File: config.mk
export PLATFORM = sky130hd
export DESIGN_NAME = ess_horner_stage
export DESIGN_NICKNAME = d
export VERILOG_FILES = /design/src/rtl/core/ess_pkg.sv /design/src/rtl/core/ess_horner_stage.sv
export SDC_FILE = /design/constraint.sdc
export NUM_CORES = 2
export LEC_CHECK = 0
export BUFFER_PORTS_ARGS = -buffer_cell sky130_fd_sc_hd__buf_2
export CAP_MARGIN = 0
export CORE_MARGIN = 4
export CORE_UTILIZATION = 30
export DETAILED_ROUTE_END_ITERATION = 16
export SYNTH_ARGS = -nofsm -noshare
export SYNTH_HDL_FRONTEND = slang
export SYNTH_SLANG_ARGS = --single-unit
File: constraint.sdc
create_clock -name clk -period 6.29 [get_ports clk]
set_input_delay 0 -clock clk [delete_from_list [all_inputs] [get_ports clk]]
set_output_delay 0 -clock clk [all_outputs]
set_load 0.05 [all_outputs]
File: src/rtl/core/ess_pkg.sv
// ---------------------------------------------------------------------------
// ess_pkg
// shared constants and helpers for the exponential unit
// ---------------------------------------------------------------------------
package ess_pkg;
  localparam int IN_W = 22;
  localparam int OUT_W = 64;
  localparam int WORK_BITS = 30;
  localparam int SUM_W = 32;
  localparam int EXP_W = 12;

  typedef logic signed [EXP_W-1:0] exp_t;

  // rounded multiply with WORK_BITS fraction bits; a horner step uses it twice: round(round(s*a)*r), then 1 +/- t
  function automatic logic [SUM_W-1:0] mul_round(input logic [SUM_W-1:0] a,
                                                 input logic [SUM_W-1:0] b);
    logic [2*SUM_W-1:0] p;
    p = {{SUM_W{1'b0}}, a} * {{SUM_W{1'b0}}, b} + (64'd1 << (WORK_BITS - 1));
    return p[WORK_BITS +: SUM_W];
  endfunction
endpackage

File: src/rtl/core/ess_horner_stage.sv
// ---------------------------------------------------------------------------
// ess_horner_stage
// one horner step for a fixed term index: a registered product, then a registered reciprocal multiply
// ---------------------------------------------------------------------------
module ess_horner_stage #(
  parameter int TERM = 1,
  parameter int MW = 3
) (
  input  logic                      clk,
  input  logic                      rst,
  input  logic                      vin,
  input  logic                      neg_in,
  input  logic [MW-1:0]             m_in,
  input  logic [ess_pkg::SUM_W-1:0] axx_in,
  input  logic [ess_pkg::SUM_W-1:0] sum_in,
  input  logic                      dom_in,
  output logic                      vout,
  output logic                      neg_out,
  output logic [MW-1:0]             m_out,
  output logic [ess_pkg::SUM_W-1:0] axx_out,
  output logic [ess_pkg::SUM_W-1:0] sum_out,
  output logic                      dom_out
);
  // rounded reciprocal of the term index in Q2.30
  localparam logic [ess_pkg::SUM_W-1:0] Rcp = ess_pkg::SUM_W'(
    ((64'd1 << ess_pkg::WORK_BITS) + 64'(TERM / 2)) / 64'(TERM));
  localparam logic [ess_pkg::SUM_W-1:0] One = 32'd1 << ess_pkg::WORK_BITS;
  // product stage then reciprocal stage
  logic [ess_pkg::SUM_W-1:0] p;
  logic v1, n1, d1;
  logic [MW-1:0] m1;
  logic [ess_pkg::SUM_W-1:0] a1, t;

  assign t = ess_pkg::mul_round(p, Rcp);

  always_ff @(posedge clk) begin
    if (rst) begin
      v1 <= 1'b0;
      vout <= 1'b0;
    end else begin
      v1 <= vin;
      vout <= v1;
    end
    p <= ess_pkg::mul_round(sum_in, axx_in);
    n1 <= neg_in; m1 <= m_in; a1 <= axx_in; d1 <= dom_in;
    sum_out <= n1 ? One - t : One + t;
    neg_out <= n1; m_out <= m1; axx_out <= a1; dom_out <= d1;
  end
endmodule

; Word level (Yosys, flattened, before mapping)
; Index checks and enable logic that the tools add are counted.
[totals]
in_bits = 72
reg_bits = 140
out_inout_bits = 70
wordCells = 18
[classes]
add_sub_neg = 4
mul = 1
muxes = 1
[op_table]
columns = op, count
row1 = "adder 62 x 30 -> 62 bit, second input constant", 2
row2 = multiplier 32 x 32 -> 62 bit, 1
row3 = "adder 31 x 32 -> 32 bit, first input constant", 1
row4 = 2-to-1 mux 32 bit, 1
row5 = "subtractor 31 x 32 -> 32 bit, first input constant", 1

; Logic depth before layout (Yosys ltp)
[logic_depth]
depth_word = 3
depth_mapped = 26
ltp_nobuf = 25

; Least setup slack after synthesis
; Ideal clock, no wire load.
[synth_path]
path_kind = input to register
startpoint = in axx_in[17] (netlist name)
endpoint = reg p[28] (netlist name)
arrival_time_ns = 6.449
path_slack_ns = -0.295
t_required_ns = 6.154
n_path_buf = 1
stages = 24
path_cell_list = clkbuf_1 > and2_1 > fa_1 > inv_1 > fa_1 > inv_1 > fa_1 > inv_1 > fa_1 > inv_1 > fa_1 > fa_1 > fa_1 > fa_1 > ha_1 > and4_1 > and3_1 > nand3_1 > a211oi_1 > o21bai_1 > o2111ai_1 > a31oi_1 > o41ai_1 > xor2_1
[synth_via]
elab_chain_cells = 2
[synth_rtl]
columns = item, line_no
row1 = from (decl), ess_horner_stage.sv:14  ; input logic [ess_pkg::SUM_W-1:0] axx_in,
row2 = multiplier 32 x 32 -> 62 bit, ess_pkg.sv:18  ; p = {{SUM_W{1'b0}}, a} * {{SUM_W{1'b0}}, b} + (64'd1 << (WORK_BITS - 1));
row3 = adder 62 x 30 -> 62 bit, ess_pkg.sv:18
row4 = to (signal assigned), ess_horner_stage.sv:44  ; p <= ess_pkg::mul_round(sum_in, axx_in);
row5 = to (decl), ess_horner_stage.sv:29  ; logic [ess_pkg::SUM_W-1:0] p;
; Every way passes these cells.
; A chain may end at the register's enable or synchronous reset.

; Worst setup path after layout
[layout_path]
startpoint = in axx_in[16] (netlist name)
endpoint = reg p[17] (netlist name)
; Same word-level chain as after synthesis.

==> results.json <==
{
  "vias": 25982,
  "syn_avg_cell_area_um2": 9.51,
  "maxCapViolations": 0,
  "yosysWarnings": 0,
  "async_reset_ff_frac": 0,
  "synth_edf_count": 0,
  "port_buffers": 141,
  "netlist_top_cells_area": "fa_1 (49%), and2_1 (12%), ha_1 (9.3%)",
  "clk_path_buf_depth": 2,
  "synth.top_cells.by_count": "fa_1 (896), inv_1 (894), and2_1 (671)",
  "violations": "negative setup slack",
  "die_x_um": 356,
  "cp_common_cell": "fa_1",
  "worstMarginPinSlew_ns": 0.548,
  "cts_root_buffer": "clkbuf_16",
  "grt_pass1_wl_mm": 161,
  "cts_tree": "built",
  "hold_path.class": "in2reg",
  "fin_nets": 5406,
  "dpl_worst_slack_ns": -1.15,
  "critPathLaunchType": "input port",
  "rsz0062_at_grt": "true",
  "drv_slew": 0,
  "clk_latency_ns": 0.53,
  "dieArea_mm2": 0.127,
  "path_buf_inv": 5,
  "clock_skew_ns": 0.0282,
  "synth_top_area_cell": "fa_1",
  "gp_congestion": 0.850,
  "yosys_most_used_dff": "dfxtp_1",
  "syn-num-nets": 5060,
  "first_pass_iters": 5,
  "drt_iter0_drc": 1054,
  "netlist_instances": 3822,
  "wire_per_inst_um": 17.3,
  "gr-usage-all-layers": 0.166,
  "critPathKind": "in2reg",
  "crit_path_top_delay_cell": "fa_2",
  "hpwl_mm": 87.1,
  "hold_viol_final": 0,
  "start_util": 0.302,
  "setup_ws_ns": -0.162,
  "setup_viol": 12,
  "final_area_mm2": 0.0431,
  "cts_max_level": 4,
  "clock.fmax_mhz": 155,
  "syn2layout_area_growth_pct": 18.6,
  "ys_seq_area_frac": 0.0771,
  "path_cells": "buf_4 > buf_4 > and2_1 > fa_1 > fa_1 > inv_1 > fa_1 > fa_1 > inv_1 > fa_2 > fa_1 > fa_1 > fa_1 > ha_4 > or2_4 > a311oi_4 > buf_4 > o21ai_4 > or3_4 > o21ai_4 > nor2b_4 > nor2_4 > a221oi_4 > xnor2_2",
  "grt_max_degree": 26,
  "crit_path_max_fanout": 4,
  "io_pins": 142,
  "clkSlewWorstSetupHoldPaths_ns": 0.07,
  "routed_wirelength_mm": 100,
  "max_stage_delay_ns": 0.62,
  "antenna_found_initial": 6,
  "core_area_mm2": 0.120,
  "setup_tns_ns": -0.959,
  "status": "finished with violations",
  "via_per_inst": 4.48,
  "grt_pass1_vias": 28998,
  "crit_family": "adder cells",
  "yosysMostFrequentCell": "fa_1",
  "worst_setup_path_end_kind": "register",
  "die_h_um": 356,
  "numCtsBuffers": 17,
  "drc": 0,
  "final.period_utilization": 1.03,
  "cts.sinks": 140,
  "min_period_ns": 6.45,
  "place_area_mm2": 0.0413,
  "overflow": 0,
  "drive_gt1_frac": 0.159,
  "ant_nets": 0,
  "rows": 127,
  "required_ns": 6.71,
  "crit_arrival_ns": 6.87,
  "syn-cell-area_mm2": 0.0363,
  "ys_ff_latch": 140,
  "ys_types": 53,
  "max_slew_margin": 0.630,
  "synth_top_area_share": 0.494
}
[metal layers]
metal,up-vias,track usage,part of all wire
met3,162,0.0300,0.041
met5,-,0,0.00013
li1,11755,-,-
met1,13559,0.198,0.40
met2,504,0.300,0.53
met4,2,0.0541,0.034
[flip-flops by register name, summed over array words and instances, names as in the netlist]
signal and flops:
neg_out 1, axx_out 32, m_out 3, d1 1, a1 32, v1 1
dom_out 1, m1 3, sum_out 32, p 32, n1 1, vout 1
[layout by cell type (no fill, tap or decap), types with 36 or more instances in the layout]
cell	n
buf_2	102
dfxtp_1	140
fa_1	860
nand2_1	402
xnor2_1	49
fa_2	36
buf_4	328
inv_1	886
a21oi_1	41
ha_1	260
and2_1	655
dlygate4sd3_1	37
[area by class of cell]
| class | instances | area [µm²] |
|---|---|---|
| timing repair buffer | 527 | 4240 |
| antenna | 4 | 10.0 |
| clock inverter | 13 | 121 |
| inverter | 894 | 3360 |
| multi-input combinational | 2588 | 30100 |
| clock buffer | 19 | 453 |
| tap | 1612 | 2020 |
| fill | 12302 | 77100 |
| sequential | 140 | 2800 |
[path summary, 6_finish.rpt]
path                         end  depth (start not counted)           start  slack (ns)
max reg2reg  sum_out[27]$_DFF_P_                          9    p[4]$_DFF_P_        3.38
max                p[17]$_DFF_P_                         24      axx_in[16]       -0.16
min               a1[18]$_DFF_P_                          3      axx_in[18]        0.08
min reg2reg  axx_out[30]$_DFF_P_                          0  a1[30]$_DFF_P_        0.33
[stage by stage]
stage / instances / hold slack [ns] / utilization
5_1_grt: 5794 / 0.0463 / 0.359
4_1_cts: 5790 / 0.0295 / 0.355
6_report: 5797 / 0.0823 / 0.359
3_3_place_gp: 5719 / 0.102 / 0.344
3_5_place_dp: 5719 / 0.104 / 0.344
2_1_floorplan: 3822 / 0.0277 / -
[cells by family after synthesis]
group,Yosys count,share of synthesized area
buf+inv,1094,0.113
flops,140,0.0771
compound gates,199,0.0363
simple gates,1154,0.170
xor+xnor,69,0.0166
fa+ha+maj,1166,0.587
[what timing repair did]
item,4_1_cts,5_1_grt
endpoints found under the hold margin,37,0
hold buffers,37,0
setup endpoints to repair,27,28
buffers inserted,2,4
pin swaps,52,79
resized for setup,105,112
[worst min-delay path: stages]
cell and delay (ns):
buf_4 0.14, buf_4 0.23, buf_4 0.17
Power is left out: the tool's default activity adds up to more than one toggle a clock period on the data nets, which glitch-free logic cannot reach.
