==> config.mk <==
export PLATFORM = sky130hd
export DESIGN_NAME = ess_square_stage
export DESIGN_NICKNAME = d
export VERILOG_FILES = /design/src/rtl/core/ess_pkg.sv /design/src/rtl/core/ess_square_stage.sv
export SDC_FILE = /design/constraint.sdc
export NUM_CORES = 2
export LEC_CHECK = 0
export ABC_AREA = 1
export BUFFER_PORTS_ARGS = -buffer_cell sky130_fd_sc_hd__clkbuf_2
export CELL_PAD_IN_SITES_DETAIL_PLACEMENT = 1
export CELL_PAD_IN_SITES_GLOBAL_PLACEMENT = 1
export CORE_MARGIN = 2
export CORE_UTILIZATION = 45
export CTS_CLUSTER_DIAMETER = 100
export DETAILED_ROUTE_END_ITERATION = 12
export PLACE_DENSITY = 0.76
export RECOVER_POWER = 100
export SLEW_MARGIN = 5
export SYNTH_ARGS = -nofsm -noshare
export SYNTH_HDL_FRONTEND = slang
export SYNTH_SLANG_ARGS = --single-unit
==> constraint.sdc <==
create_clock -name clk -period 21.8 [get_ports clk]
set_input_delay 4.36 -clock clk [delete_from_list [all_inputs] [get_ports clk]]
set_output_delay 4.36 -clock clk [all_outputs]
set_load 0.02 [all_outputs]
==> src/rtl/core/ess_pkg.sv <==
// ---------------------------------------------------------------------------
// ess_pkg
// shared constants and helpers for the exponential unit
// ---------------------------------------------------------------------------
package ess_pkg;
  localparam int IN_W = 22;
  localparam int OUT_W = 64;
  localparam int WORK_BITS = 30;
  localparam int SUM_W = 32;
  localparam int EXP_W = 12;

  typedef logic signed [EXP_W-1:0] exp_t;

  // rounded multiply with WORK_BITS fraction bits; a horner step uses it twice: round(round(s*a)*r), then 1 +/- t
  function automatic logic [SUM_W-1:0] mul_round(input logic [SUM_W-1:0] a,
                                                 input logic [SUM_W-1:0] b);
    logic [2*SUM_W-1:0] p;
    p = {{SUM_W{1'b0}}, a} * {{SUM_W{1'b0}}, b} + (64'd1 << (WORK_BITS - 1));
    return p[WORK_BITS +: SUM_W];
  endfunction
endpackage

==> src/rtl/core/ess_square_stage.sv <==
// ---------------------------------------------------------------------------
// ess_square_stage
// one registered squaring of a normalized mantissa, skipped past count m
// ---------------------------------------------------------------------------
module ess_square_stage #(
  parameter int IDX = 0,
  parameter int MW = 3
) (
  input  logic                      clk,
  input  logic                      rst,
  input  logic                      vin,
  input  logic [MW-1:0]             m_in,
  input  logic [ess_pkg::SUM_W-1:0] mant_in,
  input  ess_pkg::exp_t             e_in,
  input  logic                      neg_in,
  input  logic                      dom_in,
  output logic                      vout,
  output logic [MW-1:0]             m_out,
  output logic [ess_pkg::SUM_W-1:0] mant_out,
  output ess_pkg::exp_t             e_out,
  output logic                      neg_out,
  output logic                      dom_out
);
  logic [63:0] p, pn;
  logic [32:0] mr;
  logic v1, n1, d1, act;
  logic [MW-1:0] m1;
  logic [ess_pkg::SUM_W-1:0] mt1;
  ess_pkg::exp_t e1, ec;

  always_comb begin
    pn = p[63] ? p : {p[62:0], 1'b0};
    ec = ess_pkg::exp_t'(2 * e1 + 32) - (p[63] ? ess_pkg::exp_t'(0) : ess_pkg::exp_t'(1));
    mr = {1'b0, pn[63:32]} + {32'd0, pn[31]};
  end

  always_ff @(posedge clk) begin
    if (rst) begin
      v1 <= 1'b0;
      vout <= 1'b0;
    end else begin
      v1 <= vin;
      vout <= v1;
    end
    p <= {32'd0, mant_in} * {32'd0, mant_in};
    act <= ({{(32-MW){1'b0}}, m_in} > 32'(IDX));
    m1 <= m_in; mt1 <= mant_in; e1 <= e_in; n1 <= neg_in; d1 <= dom_in;
    m_out <= m1; neg_out <= n1; dom_out <= d1;
    if (!act) begin
      mant_out <= mt1; e_out <= e1;
    end else if (mr[32]) begin
      mant_out <= mr[32:1]; e_out <= ec + ess_pkg::exp_t'(1);
    end else begin
      mant_out <= mr[31:0]; e_out <= ec;
    end
  end
endmodule

; Word-level counts from Yosys, hierarchy flattened
; Cells that the tools add are included.
[op_classes]
n_addsub = 4
multipliers = 1
n_lt_le_gt_ge = 1
muxes = 6
[op_table]
columns = cell, count
row1 = 32-bit by 32-bit multiplier with 64-bit output, 1
row2 = 32-bit two-way mux, 2
row3 = 64-bit two-way mux, 1
row4 = 32-bit by 1-bit adder with 33-bit output, 1
row5 = 12-bit two-way mux, 2
row6 = "12-bit by 2-bit adder with 12-bit output, second input constant", 1
row7 = "12-bit by 7-bit adder with 12-bit output, second input constant", 1
row8 = 12-bit by 2-bit subtractor with 12-bit output, 1
row9 = "3-bit by 1-bit > comparator with 1-bit output, second input constant", 1
row10 = 1-bit two-way mux, 1
[word_totals]
ff_bits = 165
in_bits = 52
out_inout_bits = 50
wordCells = 26

; Depth between registers and ports, before layout
[depth]
word_depth = 5
ltp_mapped = 32

; Worst setup path before layout
; OpenSTA, ideal clock, no wires.
[synth_timing]
kind = input to register
start = input port mant_in[12] in the netlist's numbering
end = register p[56]
arrival_ps = 10724
t_required_ps = 21687
setup_slack_ps = 10963
stages = 29
path_cell_list = clkbuf_1 -> clkbuf_1 -> clkbuf_1 -> nand2_1 -> fa_1 -> inv_1 -> fa_1 -> fa_1 -> inv_1 -> fa_1 -> inv_1 -> fa_1 -> inv_1 -> fa_1 -> inv_1 -> fa_1 -> inv_1 -> fa_1 -> inv_1 -> ha_1 -> nand2_1 -> nor2_1 -> nand2_1 -> o21ai_0 -> nand2_1 -> nand3_1 -> nand2_1 -> nand4_1 -> nand2_1
[synth_via]
elab_chain_len = 1
[synth_rtl]
columns = element, line
row1 = "start, declared", ess_square_stage.sv:13  ; input logic [ess_pkg::SUM_W-1:0] mant_in,
row2 = 32-bit by 32-bit multiplier with 64-bit output, ess_square_stage.sv:45  ; p <= {32'd0, mant_in} * {32'd0, mant_in};
row3 = "end signal, assigned", ess_square_stage.sv:45
row4 = "end, declared", ess_square_stage.sv:24  ; logic [63:0] p, pn;
; No other way between the ends.
; A chain may end at the register's enable or synchronous reset.

; Worst setup path in the final report
[layout_timing]
start = input port mant_in[12] in the netlist's numbering
end = register p[62]
; The elaborated chain is that of the path after synthesis.

==> impl_metrics.yaml <==
synth:
  synthCells: 4307
  synth_top_family_by_area: "adder cells"
  synth.distinct_cells: 50
  ys_ff_latch: 135
  synthSimpleGateAreaFrac: 0.137
  avgSynthCellArea_sq_um: 8.27
  synthMuxAreaShare: 0.000281
  synth_compound_area_frac: 0.0466
  synth_fa_ha_area_frac: 0.555
  syn_nets: 5461
  yosysSeqAreaShare: 0.0759
  syn-cell-area_sq_um: 35600
  async_reset_ff_frac: 0
  ys.flop_type: "dfxtp_1"
  yosys_warnings: 0
  synthXorXnorAreaFrac: 0.0261
  synth_edf_count: 0
timing:
  finalSetupViolations: 0
  slew_viol_final: 1168
  fmax_ghz: 0.0773
  finalHoldViolations: 0
  finalSetupTns_ns: 0
  fin_skew_ns: 0.00855
  period_minus_slack_ns: 12.93
  worstMarginPinSlew_ns: 2.86
  whs_ns: 0.322
  rsz0062_at_grt: "false"
  relSlewSlack: -0.904
  fin_crit_sh: 0.593
routing:
  remaining_drc_errors: 0
  dr.pass1.iters: 5
  wl_per_cell_um: 18.4
  routed_wl_um: 99400
  via_per_inst: 4.94
  antenna_left: 0
  dr_total_vias: 26687
  first_iter_violations: 1017
grt:
  antenna_found_initial: 3
  grt_overflow: 0
  track_usage: 0.254
  grt_pass1_wl_um: 164000
  grt_max_degree: 56
  grt_pass1_vias: 31108
cells_and_area:
  diodes: 0
  drive_above_1_share: 0.0276
  fill_cells: 9677
  finalNetCount: 5491
  stdcell_count: 5400
  syn_to_final_growth_pct: 5.08
clock_network:
  worstSkewPairLatency_ns: 0.44
  cts_sinks: 135
  post-cts-setup-buffers: 0
  cts.path.max_buffers: 2
  cts.htree.levels: 4
  cts-resized-gates: 0
  path_clk_slew_ns: 0.07
  cts_tree: "done"
  cts_root_buf: "clkbuf_16"
  numCtsBuffers: 17
  holdBufCountCts: 0
critical_path:
  cp-start-kind: "input port"
  path_class: "input port to flop"
  crit_fanout: 35
  crit_path_max_incr_delay_ns: 2.00
  required_ns: 22.11
  crit_path_end_kind: "flop"
  crit_top_cell: "fa_1"
  crit_arrival_ns: 13.24
  crit_slowest_cell: "clkbuf_1"
  crit_chain: "clkbuf_2, clkbuf_1, nand2_1, fa_1, fa_1, fa_1, inv_1, fa_1, fa_1, fa_1, fa_1, fa_1, ha_1, a21oi_1, inv_1, a31oi_1, o21ai_0, a21oi_1, nand2_1, nand3_1, nand2_1, xor2_1"
floorplanning:
  dieArea_sq_um: 81400
  start_util: 0.453
  pin_count: 102
  fp.coreArea_sq_um: 78600
  fp.dieW_um: 285
  fp.dieH_um: 285
  core.rowCount: 103
min_path:
  hp-class: "flop to flop"
flow_run:
  max_cap_violations: 33
place:
  dpl.cell_count: 5368
  io_buffers: 101
  place.gp.congestion: 0.957
  dpl.hpwl_um: 84300
status:
  status: "finished, violations left"
  failed_checks: "max-capacitance violations, max-slew violations"
==> stage by stage <==
step / worst slack, ns / instance area (sq um) / utilization
finish: 8.87 / 37400 / 0.476
global route: 8.47 / 37400 / 0.476
CTS: 10.44 / 37700 / 0.479
detailed placement: 10.01 / 37100 / 0.472
global placement: 10.11 / 37100 / 0.472
floorplan: 10.96 / 35600 / -
==> routing by layer <==
metal	part of all wire	global-route usage
met1	0.42	0.323
met2	0.54	0.477
met3	0.024	0.0153
met4	0.018	0.0514
met5	0	0
==> placed cells by master, fill, tap and decap left out, types with 12 or more instances in the layout <==
cell type / instances
ha_1: 308
o21bai_1: 20
a21o_1: 19
fa_1: 794
nor2_1: 192
nand4_1: 23
clkbuf_1: 84
o21ai_1: 12
nor3_1: 18
nand3_1: 80
inv_1: 1373
xor2_1: 79
o21ai_0: 82
clkbuf_16: 17
xnor2_1: 27
a21oi_1: 101
clkbuf_2: 45
nand2_1: 837
dfxtp_1: 134
==> final cells by class <==
type	count	area (sq um)	share of cell area
flip-flops and latches	135	2700	0.0723
multi-input cells	2678	27100	0.725
clock inverters	14	129	0.00345
clock buffers	18	439	0.0117
well taps	1050	1310	0.0351
repair buffers	130	548	0.0147
inverters	1375	5160	0.138
==> synth_stat cells (19+ instances only) <==
cell type,count,area (sq um)
inv_1,1371,5150
nand2_1,835,3130
fa_1,794,15900
ha_1,308,3850
nor2_1,186,698
dfxtp_1,135,2700
a21oi_1,101,505
clkbuf_1,97,364
o21ai_0,80,400
xor2_1,79,692
nand3_1,78,390
xnor2_1,27,236
nand4_1,21,131
o21bai_1,20,150
a21o_1,19,143
==> worst paths after layout <==
| path | slack (ns) | startpoint | cells past startpoint | end |
|---|---|---|---|---|
| max | 8.87 | mant_in[12] | 22 | p[62] |
| min | 0.32 | m1[1] | 0 | m_out[1] |
| max reg2reg | 14.86 | p[63] | 14 | mant_out[16] |
| min reg2reg | 0.32 | m1[1] | 0 | m_out[1] |
==> flip-flops by register name, summed over array words and instances, names as in the netlist, 3 cells and up <==
name / count
mt1: 32
e1: 12
e_out: 12
m_out: 3
p: 34
m1: 3
mant_out: 32
==> cell families (layout without fill, tap and decap cells) <==
logic type | Yosys count | in the layout
buf+inv | 1494 | 1537
compound gates | 282 | 282
simple gates | 1187 | 1187
mux | 1 | 1
fa+ha+maj | 1102 | 1102
flops | 135 | 135
xor+xnor | 106 | 106
==> worst max-delay path, delay by kind of cell <==
| family | cells | cell delay, ns |
|---|---|---|
| fa+ha+maj | 9 | 4.57 |
| buf+inv | 4 | 2.20 |
| compound gates | 4 | 1.05 |
| simple gates | 4 | 0.85 |
| xor+xnor | 1 | 0.16 |
Power is left out: the tool's default activity adds up to more than one toggle a clock period on the data nets, which glitch-free logic cannot reach.
